File: config.mk
export PLATFORM = sky130hd
export DESIGN_NAME = vsws_resident_set_tracker
export DESIGN_NICKNAME = d
export VERILOG_FILES = /design/src/rtl/vrst_pkg.sv /design/src/rtl/vsws_resident_set_tracker.sv /design/src/rtl/vrst_cell.sv
export SDC_FILE = /design/constraint.sdc
export NUM_CORES = 1
export LEC_CHECK = 0
export BUFFER_PORTS_ARGS = -buffer_cell sky130_fd_sc_hd__buf_2
export CAP_MARGIN = 20
export CELL_PAD_IN_SITES_DETAIL_PLACEMENT = 1
export CELL_PAD_IN_SITES_GLOBAL_PLACEMENT = 1
export CORE_ASPECT_RATIO = 0.7
export CORE_MARGIN = 4
export CORE_UTILIZATION = 30
export CTS_BUF_LIST = sky130_fd_sc_hd__clkbuf_16
export CTS_CLUSTER_DIAMETER = 80
export DETAILED_ROUTE_END_ITERATION = 6
export PLACE_DENSITY = 0.59
export SYNTH_ARGS = -nofsm -noshare
export SYNTH_HDL_FRONTEND = slang
export SYNTH_SLANG_ARGS = --single-unit
File: constraint.sdc
create_clock -name clk -period 5.4 [get_ports clk]
set_clock_uncertainty 0.05 [all_clocks]
set_input_delay 0.81 -clock clk [delete_from_list [all_inputs] [get_ports clk]]
set_output_delay 0.81 -clock clk [all_outputs]
set_load 0.02 [all_outputs]
File: src/rtl/vrst_pkg.sv
// ----------------------------------------------------------------------------
// vrst_pkg
// Shared constants and types of the resident set tracker.
// ----------------------------------------------------------------------------
package vrst_pkg;

	localparam int FRAMES    = 32;
	localparam int PAGE_BITS = 16;

	localparam int PAGE_W = 16;
	localparam int KEY_W  = (PAGE_BITS < PAGE_W) ? PAGE_BITS : PAGE_W;
	localparam int CNT_W  = $clog2(FRAMES + 1);
	localparam int REG_W  = 16;
	localparam int IDX_W  = 2;
	localparam int RES_W  = 6;

	localparam logic [IDX_W-1:0] REG_MIN_INTERVAL = 2'd0;
	localparam logic [IDX_W-1:0] REG_MAX_INTERVAL = 2'd1;
	localparam logic [IDX_W-1:0] REG_FAULT_LIMIT  = 2'd2;

	localparam logic [REG_W-1:0] MIN_INTERVAL_RST = 16'd10;
	localparam logic [REG_W-1:0] MAX_INTERVAL_RST = 16'd20;
	localparam logic [REG_W-1:0] FAULT_LIMIT_RST  = 16'd11;
	localparam logic [REG_W-1:0] CNT_MAX          = 16'hFFFF;

	typedef logic [KEY_W-1:0] key_t;

	typedef struct packed {
		logic go;
		logic insert;
		logic sample;
	} cell_cmd_t;

	typedef struct packed {
		logic match;
		logic fresh;
		logic valid;
	} cell_stat_t;

	function automatic logic [REG_W-1:0] sat_inc(input logic [REG_W-1:0] v);
		sat_inc = (v == CNT_MAX) ? v : v + 1'b1;
	endfunction

endpackage

File: src/rtl/vsws_resident_set_tracker.sv
// ----------------------------------------------------------------------------
// vsws_resident_set_tracker
// Variable-interval sampled working set tracker over a row of frame cells.
//
//   channel  direction  handshake             payload
//   in       request    in_valid / in_stall   page_number
//   out      result     out_valid / out_stall hit, dropped, sampled,
//                                             resident_count
//   cfg      write      cfg_we                cfg_index, cfg_data
//
// One request per cycle while the result is not stalled: a request is held
// in the input register, where it is looked up, updated and sampled across
// all cells. The result register loads from it when processed, so a result
// passes the input register and then the result register; the lookup and
// update in the cell row sets the rate.
// Reset empties the table and clears all four counters; no clearing pass.
// A stalled result holds the input register, which then stalls new requests.
// ----------------------------------------------------------------------------
module vsws_resident_set_tracker
	import vrst_pkg::*;
(
	input  logic              clk,
	input  logic              arst_n,
	input  logic              in_valid,
	output logic              in_stall,
	input  logic [PAGE_W-1:0] page_number,
	output logic              out_valid,
	input  logic              out_stall,
	output logic              hit,
	output logic              dropped,
	output logic              sampled,
	output logic [RES_W-1:0]  resident_count,
	input  logic              cfg_we,
	input  logic [IDX_W-1:0]  cfg_index,
	input  logic [REG_W-1:0]  cfg_data
);

	logic [REG_W-1:0] min_interval_q;
	logic [REG_W-1:0] max_interval_q;
	logic [REG_W-1:0] fault_limit_q;
	logic [REG_W-1:0] elapsed_q;
	logic [REG_W-1:0] fault_q;
	logic [CNT_W-1:0] valid_cnt_q;
	logic [CNT_W-1:0] use_cnt_q;

	logic             busy_q;
	key_t             key_q;
	logic             out_valid_q;
	logic             hit_q;
	logic             dropped_q;
	logic             sampled_q;
	logic [RES_W-1:0] res_q;

	logic             proc;
	logic             in_acc;
	logic [FRAMES:0]  free_chain;
	cell_stat_t       stat [FRAMES];
	logic [FRAMES-1:0] match_vec;
	logic [FRAMES-1:0] fresh_vec;
	logic [FRAMES-1:0] valid_vec;
	cell_cmd_t        cmd;
	logic             hit_any;
	logic             fresh_any;
	logic             full;
	logic             ins;
	logic [REG_W-1:0] elapsed_n;
	logic [REG_W-1:0] fault_n;
	logic             sample;
	logic [CNT_W-1:0] use_n;
	logic [CNT_W-1:0] valid_n;

	// request flow
	assign proc     = busy_q && (!out_valid_q || !out_stall);
	assign in_stall = busy_q && !proc;
	assign in_acc   = in_valid && !in_stall;

	always_ff @(posedge clk or negedge arst_n) begin
		if (!arst_n) begin
			busy_q      <= 1'b0;
			out_valid_q <= 1'b0;
		end else begin
			if (in_acc) begin
				busy_q <= 1'b1;
			end else if (proc) begin
				busy_q <= 1'b0;
			end
			if (proc) begin
				out_valid_q <= 1'b1;
			end else if (!out_stall) begin
				out_valid_q <= 1'b0;
			end
		end
	end

	always_ff @(posedge clk) begin
		if (in_acc) begin
			key_q <= KEY_W'(page_number);
		end
	end

	// configuration
	always_ff @(posedge clk or negedge arst_n) begin
		if (!arst_n) begin
			min_interval_q <= MIN_INTERVAL_RST;
			max_interval_q <= MAX_INTERVAL_RST;
			fault_limit_q  <= FAULT_LIMIT_RST;
		end else if (cfg_we) begin
			unique case (cfg_index)
				REG_MIN_INTERVAL: min_interval_q <= cfg_data;
				REG_MAX_INTERVAL: max_interval_q <= cfg_data;
				REG_FAULT_LIMIT:  fault_limit_q  <= cfg_data;
				default: ;
			endcase
		end
	end

	// cell row
	assign free_chain[0] = 1'b0;

	for (genvar i = 0; i < FRAMES; i++) begin : g_cell
		vrst_cell u_cell (
			.clk      (clk),
			.arst_n   (arst_n),
			.key      (key_q),
			.cmd      (cmd),
			.free_in  (free_chain[i]),
			.free_out (free_chain[i+1]),
			.stat     (stat[i])
		);
		assign match_vec[i] = stat[i].match;
		assign fresh_vec[i] = stat[i].fresh;
		assign valid_vec[i] = stat[i].valid;
	end

	assign hit_any   = |match_vec;
	assign fresh_any = |fresh_vec;
	assign full      = !free_chain[FRAMES];
	assign ins       = !hit_any && !full;

	// sampling decision
	assign elapsed_n = sat_inc(elapsed_q);
	assign fault_n   = hit_any ? fault_q : sat_inc(fault_q);
	assign sample    = (elapsed_n >= max_interval_q) ||
	                   ((fault_n >= fault_limit_q) && (elapsed_n >= min_interval_q));
	assign use_n     = use_cnt_q + CNT_W'(fresh_any | ins);
	assign valid_n   = valid_cnt_q + CNT_W'(ins);

	assign cmd.go     = proc;
	assign cmd.insert = !hit_any;
	assign cmd.sample = sample;

	always_ff @(posedge clk or negedge arst_n) begin
		if (!arst_n) begin
			elapsed_q   <= '0;
			fault_q     <= '0;
			valid_cnt_q <= '0;
			use_cnt_q   <= '0;
		end else if (proc) begin
			if (sample) begin
				elapsed_q   <= '0;
				fault_q     <= '0;
				valid_cnt_q <= use_n;
				use_cnt_q   <= '0;
			end else begin
				elapsed_q   <= elapsed_n;
				fault_q     <= fault_n;
				valid_cnt_q <= valid_n;
				use_cnt_q   <= use_n;
			end
		end
	end

	always_ff @(posedge clk) begin
		if (proc) begin
			hit_q     <= hit_any;
			dropped_q <= !hit_any && full;
			sampled_q <= sample;
			res_q     <= sample ? RES_W'(use_n) : RES_W'(valid_n);
		end
	end

	assign out_valid      = out_valid_q;
	assign hit            = hit_q;
	assign dropped        = dropped_q;
	assign sampled        = sampled_q;
	assign resident_count = res_q;

	// checks
	a_cnt_matches_row: assert property (@(posedge clk) disable iff (!arst_n)
		valid_cnt_q == CNT_W'($countones(valid_vec)))
		else $error("resident count out of step with frame valid bits");

	a_use_within_valid: assert property (@(posedge clk) disable iff (!arst_n)
		use_cnt_q <= valid_cnt_q)
		else $error("use count exceeds resident count");

	a_single_match: assert property (@(posedge clk) disable iff (!arst_n)
		$onehot0(match_vec))
		else $error("page resident in more than one frame");

	a_sample_clears: assert property (@(posedge clk) disable iff (!arst_n)
		proc && sample |=> elapsed_q == '0 && fault_q == '0 && use_cnt_q == '0)
		else $error("sample did not clear counters");

	a_hit_not_dropped: assert property (@(posedge clk) disable iff (!arst_n)
		out_valid_q |-> !(hit_q && dropped_q))
		else $error("result both hit and dropped");

endmodule

File: src/rtl/vrst_cell.sv
// ----------------------------------------------------------------------------
// vrst_cell
// One resident table frame: page tag, valid and use bits, lookup and the
// lowest-free-frame chain link to the next cell.
// ----------------------------------------------------------------------------
module vrst_cell
	import vrst_pkg::*;
(
	input  logic       clk,
	input  logic       arst_n,
	input  key_t       key,
	input  cell_cmd_t  cmd,
	input  logic       free_in,
	output logic       free_out,
	output cell_stat_t stat
);

	key_t page_q;
	logic valid_q;
	logic use_q;
	logic match;
	logic ins_here;
	logic valid_nx;
	logic use_nx;

	assign match    = valid_q && (page_q == key);
	assign free_out = free_in | ~valid_q;
	assign ins_here = cmd.insert & ~free_in & ~valid_q;

	always_comb begin
		use_nx   = use_q | match | ins_here;
		valid_nx = valid_q | ins_here;
		if (cmd.sample) begin
			valid_nx = valid_nx & use_nx;
			use_nx   = 1'b0;
		end
	end

	always_ff @(posedge clk or negedge arst_n) begin
		if (!arst_n) begin
			valid_q <= 1'b0;
			use_q   <= 1'b0;
		end else if (cmd.go) begin
			valid_q <= valid_nx;
			use_q   <= use_nx;
		end
	end

	always_ff @(posedge clk) begin
		if (cmd.go && ins_here) begin
			page_q <= key;
		end
	end

	assign stat.match = match;
	assign stat.fresh = match & ~use_q;
	assign stat.valid = valid_q;

endmodule
==> impl_metrics.ini, run 1 <==
[yosys]
synth_nets = 2500
ys.flop_type = edfxtp_1
synthSimpleGateAreaFrac_pct = 10.5
synth_compound_area_share_pct = 5.09
synthArstFlopShare_pct = 22.7
ys_seq_area_share_pct = 62.2
syn_avg_cell_area_um2 = 13.4
yosys.cell_types.count = 77
synth-edff-count = 537
synth_top_family_by_area = XOR/XNOR gates
synthAdderAreaFrac_pct = 2.09
synthesis.area_um2 = 32300
yosysWarnings = 0
muxShareOfSynthArea_pct = 1.53
syn_inst = 2407
ys_ff_latch = 695
synthXorXnorAreaFrac_pct = 14.7

[worst_setup_path]
crit_path_max_fanout = 6
cp_cell_sequence = buf_12 -> buf_4 -> xnor2_1 -> nand4_1 -> nor4_1 -> and3_4 -> nor4_4 -> buf_4 -> nand4_4 -> nor2_4 -> buf_6 -> nand4_1 -> mux2_4 -> ha_4 -> nand4_1 -> a211oi_2 -> a21oi_2 -> o211a_4 -> buf_8 -> or4_4 -> a32o_2
cpMostUsedCell = nand4_1
cp-end-kind = register
arrival_ps = 5820
cpPeakStageDelay_ps = 530
start_kind = register
required_ps = 5870
critPathBufInv = 5
slowest_stage = edfxtp_1
path_delay_family = simple AND/OR/NAND/NOR gates
critical_path_class = reg2reg

[timing]
finalCritPeriodShare_pct = 99.1
rsz0062_at_grt = true
relSlewSlack_pct = 28.1
worstMarginPinSlew_ps = 1080
fmax_mhz = 187
final.setup.tns_ps = 0
slew_violations = 0
finalSetupViolations = 0
hold_viol = 0
period_needed_ps = 5350

[final_layout]
final_area_um2 = 39100
seqCellArea_um2 = 20100
layout_commonest_cell = edfxtp_1
mostFrequentLayoutCells = 537 x edfxtp_1, 313 x xnor2_1, 228 x buf_4
nets = 2803
multi_input_area_um2 = 11500
area_growth_pct = 21.2
post_route_cells_drive_above_1_share_pct = 21.8
nFillCells = 11300

[floorplanning]
ios = 50
die-area_um2 = 113000
start_util_pct = 30.3
die_w_um = 400
core_um2 = 107000
rows = 100
die_height_um = 282

[routing]
drt_first_pass_iters = 5
drt-initial-drc-count = 1794
wirelength_um = 98800
viasPerCell = 5.00
ant_nets = 0
wl_per_cell_um = 23.5
drc = 0
vias = 21000

[place]
hpwl_um = 66200
port_buffers = 49
place_congestion = 0.858
place_area_um2 = 35700

[global_route]
busiest_layer = met1
grt_pass1_vias = 21800
grt_first_pass_wirelength_um = 143000
antenna_found_initial = 10
grtUsageTotal_pct = 16.8
met1_usage_pct = 25.1
grt_start_max_net_pins = 107
grt_use_met2_pct = 25.0
use_met3_pct = 3.04
grt-ovfl-total = 0

[pwr]
power_w = 0.0143
ir_drop_mv = 0.247
p_per_area_nw_per_um2 = 366
p_leak_nw = 14.1

[cts]
cts_buffers = 75
cts_sinks = 695
path_clk_slew_ps = 60
clk_path_buf_depth = 3
htree_levels = 3
cts_tree = done
clk_latency_ps = 660
root_buffer = clkbuf_16

[run_status]
status = finished clean

[worst_hold_path]
hold_path.class = in2reg

[job]
maxCapViolCount = 0
routing by layer:
| layer | part of all wire, % | up-vias |
|---|---|---|
| met5 | 0.023 | - |
| li1 | - | 9377 |
| met1 | 49 | 11000 |
| met4 | 1.8 | 4 |
| met3 | 5.6 | 122 |
| met2 | 43 | 489 |
logic make-up (layout without fill, tap and decap cells):
family          count (synthesis)  after routing
fa+ha+maj                      54             54
mux                            44             44
flops                         695            695
xor+xnor                      541            541
buf+inv                       202            566
other cells                     0              1
compound gates                254            254
simple gates                  617            617
what timing repair did:
item / 4_1_cts / 5_1_grt
cloned: 1 / 10
hold buffers: 0 / 1
setup buffers: 2 / 32
endpoints found under the setup margin: 110 / 110
gates resized for setup: 18 / 97
pin swaps: 5 / 33
hold endpoints to repair: 0 / 18
flip-flops by register name (all words and copies together), names as in the netlist:
name,count
busy_q,1
dropped,1
elapsed_q,16
fault_limit_q,16
fault_q,16
g_cell.u_cell.page_q,512
g_cell.u_cell.use_q,32
g_cell.u_cell.valid_q,32
hit,1
key_q,16
max_interval_q,16
min_interval_q,16
out_valid,1
resident_count,6
sampled,1
use_cnt_q,6
valid_cnt_q,6
synth_stat cells, types with 8 or more instances:
cell type	count	area share (%)
a21o_1	16	0.37
a21oi_1	52	0.81
a31o_2	8	0.22
and2_1	9	0.17
and3_1	22	0.43
and4_1	9	0.24
buf_4	22	0.51
buf_6	24	0.84
buf_8	13	0.60
clkbuf_1	40	0.46
dfrtp_1	151	12
edfxtp_1	537	50
ha_1	54	2.1
inv_1	86	1.0
mux2_2	43	1.5
nand2_1	123	1.4
nand2b_1	15	0.29
nand3_1	54	0.84
nand4_1	89	1.7
nand4b_1	8	0.22
nor2_1	89	1.0
nor3_1	45	0.70
nor4_1	73	1.4
o21ai_0	70	1.1
o22ai_1	16	0.31
o31ai_1	18	0.42
o41ai_1	10	0.27
or3_1	10	0.19
or4_1	22	0.51
xnor2_1	316	8.6
xor2_1	225	6.1
stage by stage:
step | worst slack [ps] | utilization [%] | instances | hold slack [ps]
floorplan | 163 | - | 2407 | 406
global placement | -391 | 33.5 | 4014 | 421
detailed placement | -356 | 33.5 | 4015 | 444
CTS | 2.04 | 35.8 | 4156 | 222
global route | -101 | 36.7 | 4199 | 243
finish | 51.3 | 36.7 | 4200 | 282
worst paths after layout:
| kind | startpoint | endpoint | slack (ps) | cells after the start |
|---|---|---|---|---|
| max | key_q[14]$_DFFE_PP_ | g_cell[4].u_cell.valid_q$_DFFE_PN0P_ | 50 | 21 |
| max reg2reg | key_q[14]$_DFFE_PP_ | g_cell[4].u_cell.valid_q$_DFFE_PN0P_ | 50 | 21 |
| min reg2reg | use_cnt_q[5]$_DFFE_PN0P_ | use_cnt_q[5]$_DFFE_PN0P_ | 450 | 2 |
| max in group asynchronous | arst_n | g_cell[4].u_cell.use_q$_DFFE_PN0P_ | 3600 | 4 |
| min | page_number[9] | key_q[9]$_DFFE_PP_ | 280 | 1 |
| min in group asynchronous | arst_n | max_interval_q[5]$_DFFE_PN0P_ | 560 | 2 |
layout make-up:
cell class / count / area share, %
clock buffer: 76 / 4.86
tap: 1428 / 4.56
multi-input combinational: 1510 / 29.3
clock inverter: 62 / 1.04
inverter: 88 / 0.857
timing repair buffer: 340 / 8.05
antenna: 1 / 0.00639
sequential: 695 / 51.3
power by group:
group	internal, W	total, W	leakage, nW	switching (W)
registers	0.00626	0.00665	6.79	0.000389
clock network	0.00268	0.00492	1.19	0.00224
logic	0.00112	0.00276	6.09	0.00163
Power figures use the tool's default switching activity.
==> run 2: changes to the inputs <==
Settings changed: PLACE_DENSITY 0.59 to 0.57.
Clock period 5.4 ns to 6.6 ns, I/O delays scaled along.
==> run 2 against run 1 <==
Effect of this change: power shrank 19%; highest routed layer is now met4; worst hold slack lost 38 ps; count of clock-buffer cells in the layout grew 5; first-iteration DRC count shrank 27%; largest cell class unchanged.
==> impl_metrics.ini, run 2 (synthesis gave the netlist of run 1 again) <==
[global_route]
antenna_found_initial = 2
grt_first_pass_wirelength_um = 133000
grt_pass1_vias = 20800
grt-ovfl-total = 0
grt_start_max_net_pins = 101
grtUsageTotal_pct = 15.4

[pwr]
p_per_area_nw_per_um2 = 315
p_leak_nw = 12.9
power_w = 0.0117
ir_drop_mv = 0.181

[worst_setup_path]
r2r_end = fault_q[10]$_DFFE_PN0P_
rrSetupSlack_ps = 640
cpPeakStageDelay_ps = 750
crit_path_max_fanout = 24
path_delay_family = simple AND/OR/NAND/NOR gates
slowest_stage = nor4_1
r2r-start = key_q[0]$_DFFE_PP_
critPathBufInv = 3
cp_cell_sequence = buf_4 -> xor2_1 -> nor4_1 -> nand2_1 -> nor4_1 -> buf_4 -> nor4b_2 -> nand4_2 -> nor2_4 -> nand2_1 -> mux2_2 -> ha_1 -> a21o_1 -> a21o_1 -> a21oi_1 -> o21ai_0 -> a21oi_1 -> o211a_1 -> nand2_1 -> buf_4 -> or4_1 -> o211ai_1
arrival_ps = 6450
required_ps = 7090
cp-end-kind = register
critical_path_class = reg2reg
reg2regPathDepth = 22
start_kind = register

[timing]
slew_violations = 0
relSlewSlack_pct = 30.8
hold_viol = 0
finalSetupViolations = 0
holdWs_ps = 245
final.setup.tns_ps = 0
worstMarginPinSlew_ps = 1030
finalCritPeriodShare_pct = 90.3
period_needed_ps = 5960
fmax_mhz = 168
rsz0062_at_grt = false

[floorplanning]
core_um2 = 107000
ios = 50
rows = 100
die_height_um = 282
start_util_pct = 30.3
die_w_um = 400
die-area_um2 = 113000

[cts]
cts_sinks = 695
cts_setup_buffers = 0
cts_tree = done
path_clk_slew_ps = 60
clk_latency_ps = 640
htree_levels = 3
cts_buffers = 80
clk_path_buf_depth = 3
root_buffer = clkbuf_16
ctsHoldBuffers = 0
ctsResizeCount = 0

[routing]
ant_nets = 0
drt-initial-drc-count = 1303
wirelength_um = 87100
viasPerCell = 4.90
vias = 19600
drt_first_pass_iters = 5
wl_per_cell_um = 21.8
drc = 0

[run_status]
status = finished clean

[final_layout]
finalNonFillerCells = 4004
nFillCells = 11400
layout_commonest_cell = edfxtp_1
area_growth_pct = 14.4
antennaDiodeCount = 0
largest_reg_flops = 512
reg_top3 = g_cell.u_cell.page_q (512), g_cell.u_cell.use_q (32), g_cell.u_cell.valid_q (32)
post_route_cells_drive_above_1_share_pct = 13.6
mostFrequentLayoutCells = 537 x edfxtp_1, 316 x xnor2_1, 225 x xor2_1
nets = 2604
top_register = g_cell.u_cell.page_q

[place]
port_buffers = 49
hpwl_um = 55900
dp.cells = 3855
place_congestion = 0.803

[job]
maxCapViolCount = 0

[worst_hold_path]
hold_path.class = in2async
[run 2: layout make-up]
class	instances	area, um2	share of cell area (%)
flip-flops and latches	695	20100	54.4
clock buffers	81	2030	5.49
clock inverters	66	489	1.32
inverters	88	330	0.894
well taps	1428	1790	4.84
multi-input cells	1510	11000	29.8
repair buffers	136	1210	3.28
[run 2: metrics by stage]
step	area, um2	utilization, %	worst slack, ps
floorplan	32300	-	1360
detailed placement	34400	32.3	665
CTS	36900	34.6	626
global placement	34400	32.2	829
finish	36900	34.7	640
global route	36900	34.7	139
[run 2: power by group]
| part | switching [W] | internal [W] |
|---|---|---|
| Sequential | 0.000306 | 0.00512 |
| Combinational | 0.00120 | 0.000747 |
| Clock | 0.00184 | 0.00244 |
| Total | 0.00334 | 0.00831 |
[run 2: routing by layer]
metal | GRT usage, % | vias to the layer above | routed length (um)
li1 | - | 8976 | -
met1 | 23.2 | 10200 | 43900
met2 | 23.4 | 339 | 38100
met3 | 2.27 | 102 | 3540
met4 | 3.62 | 0 | 1600
met5 | 0 | - | 0
[run 2: worst max-delay path by stage]
stage	startpoint	end	slack, ps	depth (start not counted)
after floorplan	key_q[3]$_DFFE_PP_	resident_count[1]$_DFFE_PP_	1360	25
after global routing	key_q[0]$_DFFE_PP_	fault_q[10]$_DFFE_PN0P_	140	22
after detailed placement	key_q[0]$_DFFE_PP_	fault_q[10]$_DFFE_PN0P_	660	22
after CTS	key_q[0]$_DFFE_PP_	fault_q[10]$_DFFE_PN0P_	630	22
final	key_q[0]$_DFFE_PP_	fault_q[10]$_DFFE_PN0P_	640	22
after global placement	key_q[0]$_DFFE_PP_	g_cell[26].u_cell.valid_q$_DFFE_PN0P_	830	21
==> run 3: changes to the inputs <==
Settings changed: PLACE_DENSITY 0.57 to unset, PLACE_DENSITY_LB_ADDON set to 0.05.
==> run 3 against run 2 <==
Effect of this change: power hardly changed; final cell count is 0.70% higher; setup slack worse by 71 ps; sequential cell count stayed put; largest cell class unchanged; highest routed layer is now met5.
==> impl_metrics.ini, run 3 (synthesis gave the netlist of run 1 again) <==
[final_layout]
mostFrequentLayoutCells = 537 x edfxtp_1, 316 x xnor2_1, 225 x xor2_1
layout_commonest_cell = edfxtp_1
post_route_cells_drive_above_1_share_pct = 14.4
reg_top3 = g_cell.u_cell.page_q (512), g_cell.u_cell.use_q (32), g_cell.u_cell.valid_q (32)
largest_reg_flops = 512
nFillCells = 11200
top_register = g_cell.u_cell.page_q
post-route-util_pct = 34.8
area_growth_pct = 14.9
nets = 2636
multi_input_area_um2 = 11000
seqCellArea_um2 = 20100

[worst_setup_path]
cp-end-kind = register
cpPeakStageDelay_ps = 540
crit_path_max_fanout = 40
rrSetupSlack_ps = 570
crit_end = g_cell[26].u_cell.use_q$_DFFE_PN0P_
start_kind = register
arrival_ps = 6540
r2r_end = g_cell[26].u_cell.use_q$_DFFE_PN0P_
slowest_stage = nor4_1
reg2regPathDepth = 26
required_ps = 7110
cp-startpoint = key_q[0]$_DFFE_PP_
critical_path_class = reg2reg
r2r-start = key_q[0]$_DFFE_PP_
cpMostUsedCell = buf_4

[floorplanning]
core_um2 = 107000
die_w_um = 400
rows = 100
start_util_pct = 30.3
die-area_um2 = 113000
ios = 50
die_height_um = 282

[global_route]
grt_pass1_vias = 20700
grt_start_max_net_pins = 64
grtUsageTotal_pct = 17.6
grt_first_pass_wirelength_um = 147000
grt-ovfl-total = 0
antenna_found_initial = 7

[timing]
relSlewSlack_pct = 29.4
rsz0062_at_grt = false
finalSetupViolations = 0
fmax_mhz = 166
final.setup.tns_ps = 0
slew_violations = 0
finalCritPeriodShare_pct = 91.4
period_needed_ps = 6030
worstMarginPinSlew_ps = 1060
hold_viol = 0

[cts]
ctsResizeCount = 0
path_clk_slew_ps = 60
cts_sinks = 695
ctsHoldBuffers = 0
htree_levels = 3
root_buffer = clkbuf_16
cts_setup_buffers = 0
cts_tree = done
clk_path_buf_depth = 3
cts_buffers = 78
clk_latency_ps = 650

[pwr]
p_per_area_nw_per_um2 = 314
swShare_pct = 29.1
p_leak_nw = 13.1
combPwrFrac_pct = 17.3
ir_drop_mv = 0.171
switchingPower_w = 0.00339
p_clk_share_pct = 36.2
internal-power_w = 0.00827
power_frac_seq_pct = 46.5

[routing]
drt_first_pass_iters = 5
wirelength_um = 98900
ant_nets = 0
drc = 0
wl_per_cell_um = 24.5
viasPerCell = 4.89
vias = 19700
drt-initial-drc-count = 1123

[place]
place_congestion = 0.787
hpwl_um = 65900
port_buffers = 49

[job]
maxCapViolCount = 0

[worst_hold_path]
hold_path.class = in2async

[run_status]
status = finished clean
[run 3: cell types whose count changed in the layout (fill, tap and decap cells not counted), sizes merged]
cell / change
bufinv: -1
clkinv: -15
clkinvlp: -1
buf: +34
clkbuf: +1
inv: +9
diode: +1
[run 3: per-stage QoR]
| stage | setup slack, ps | instances | hold WS (ps) | power (W) | area [um2] |
|---|---|---|---|---|---|
| global placement | 510 | 3891 | 421 | 0.00752 | 34700 |
| detailed placement | 592 | 3891 | 432 | 0.00755 | 34700 |
| global route | 177 | 4031 | 286 | 0.0123 | 37100 |
| floorplan | 1360 | 2407 | 406 | 0.00678 | 32300 |
| finish | 569 | 4032 | 292 | 0.0117 | 37100 |
| CTS | 559 | 4031 | 268 | 0.0119 | 37100 |
[run 3: critical path, delay by kind of cell, from the launching register on]
family / cells / cell delay (ps)
AND/OR/NAND/NOR: 7 / 1330
AO/OA/AOI/OAI: 9 / 1570
buffers and inverters: 7 / 1790
XOR/XNOR: 1 / 160
multiplexers: 1 / 340
flip-flops: 1 / 380
adder cells (fa/ha/maj): 1 / 300
[run 3: worst min-delay path by stage]
stage | slack, ps | cells after the start | startpoint | end
floorplan | 410 | 2 | use_cnt_q[0]$_DFFE_PN0P_ | use_cnt_q[0]$_DFFE_PN0P_
global placement | 420 | 2 | use_cnt_q[0]$_DFFE_PN0P_ | use_cnt_q[0]$_DFFE_PN0P_
detailed placement | 430 | 2 | use_cnt_q[0]$_DFFE_PN0P_ | use_cnt_q[0]$_DFFE_PN0P_
CTS | 270 | 1 | arst_n | min_interval_q[8]$_DFFE_PN0P_
global route | 290 | 1 | arst_n | busy_q$_DFFE_PN0P_
finish | 290 | 1 | arst_n | min_interval_q[8]$_DFFE_PN0P_
[run 3: power by group through the flow]
stage | clock network [W] | registers [W] | logic [W]
after detailed placement | 0 | 0.00551 | 0.00204
after global routing | 0.00459 | 0.00547 | 0.00226
after floorplan | 0 | 0.00544 | 0.00133
after global placement | 0 | 0.00550 | 0.00202
final | 0.00422 | 0.00543 | 0.00201
after CTS | 0.00440 | 0.00542 | 0.00205
[run 3: cell type report]
type	instances	share of cell area, %
flip-flops and latches	695	54.1
multi-input cells	1510	29.7
clock buffers	82	5.53
well taps	1428	4.82
repair buffers	170	3.94
clock inverters	58	0.975
inverters	88	0.890
diodes	1	0.00675
[run 3: metal layers]
layer	vias to the layer above	wire length [um]	global-route usage, %	share of wire, %
li1	9056	-	-	-
met1	10300	52000	27.4	53
met2	266	41300	25.2	42
met3	104	4130	3.72	4.2
met4	2	1480	3.35	1.5
met5	-	11	0	0.011
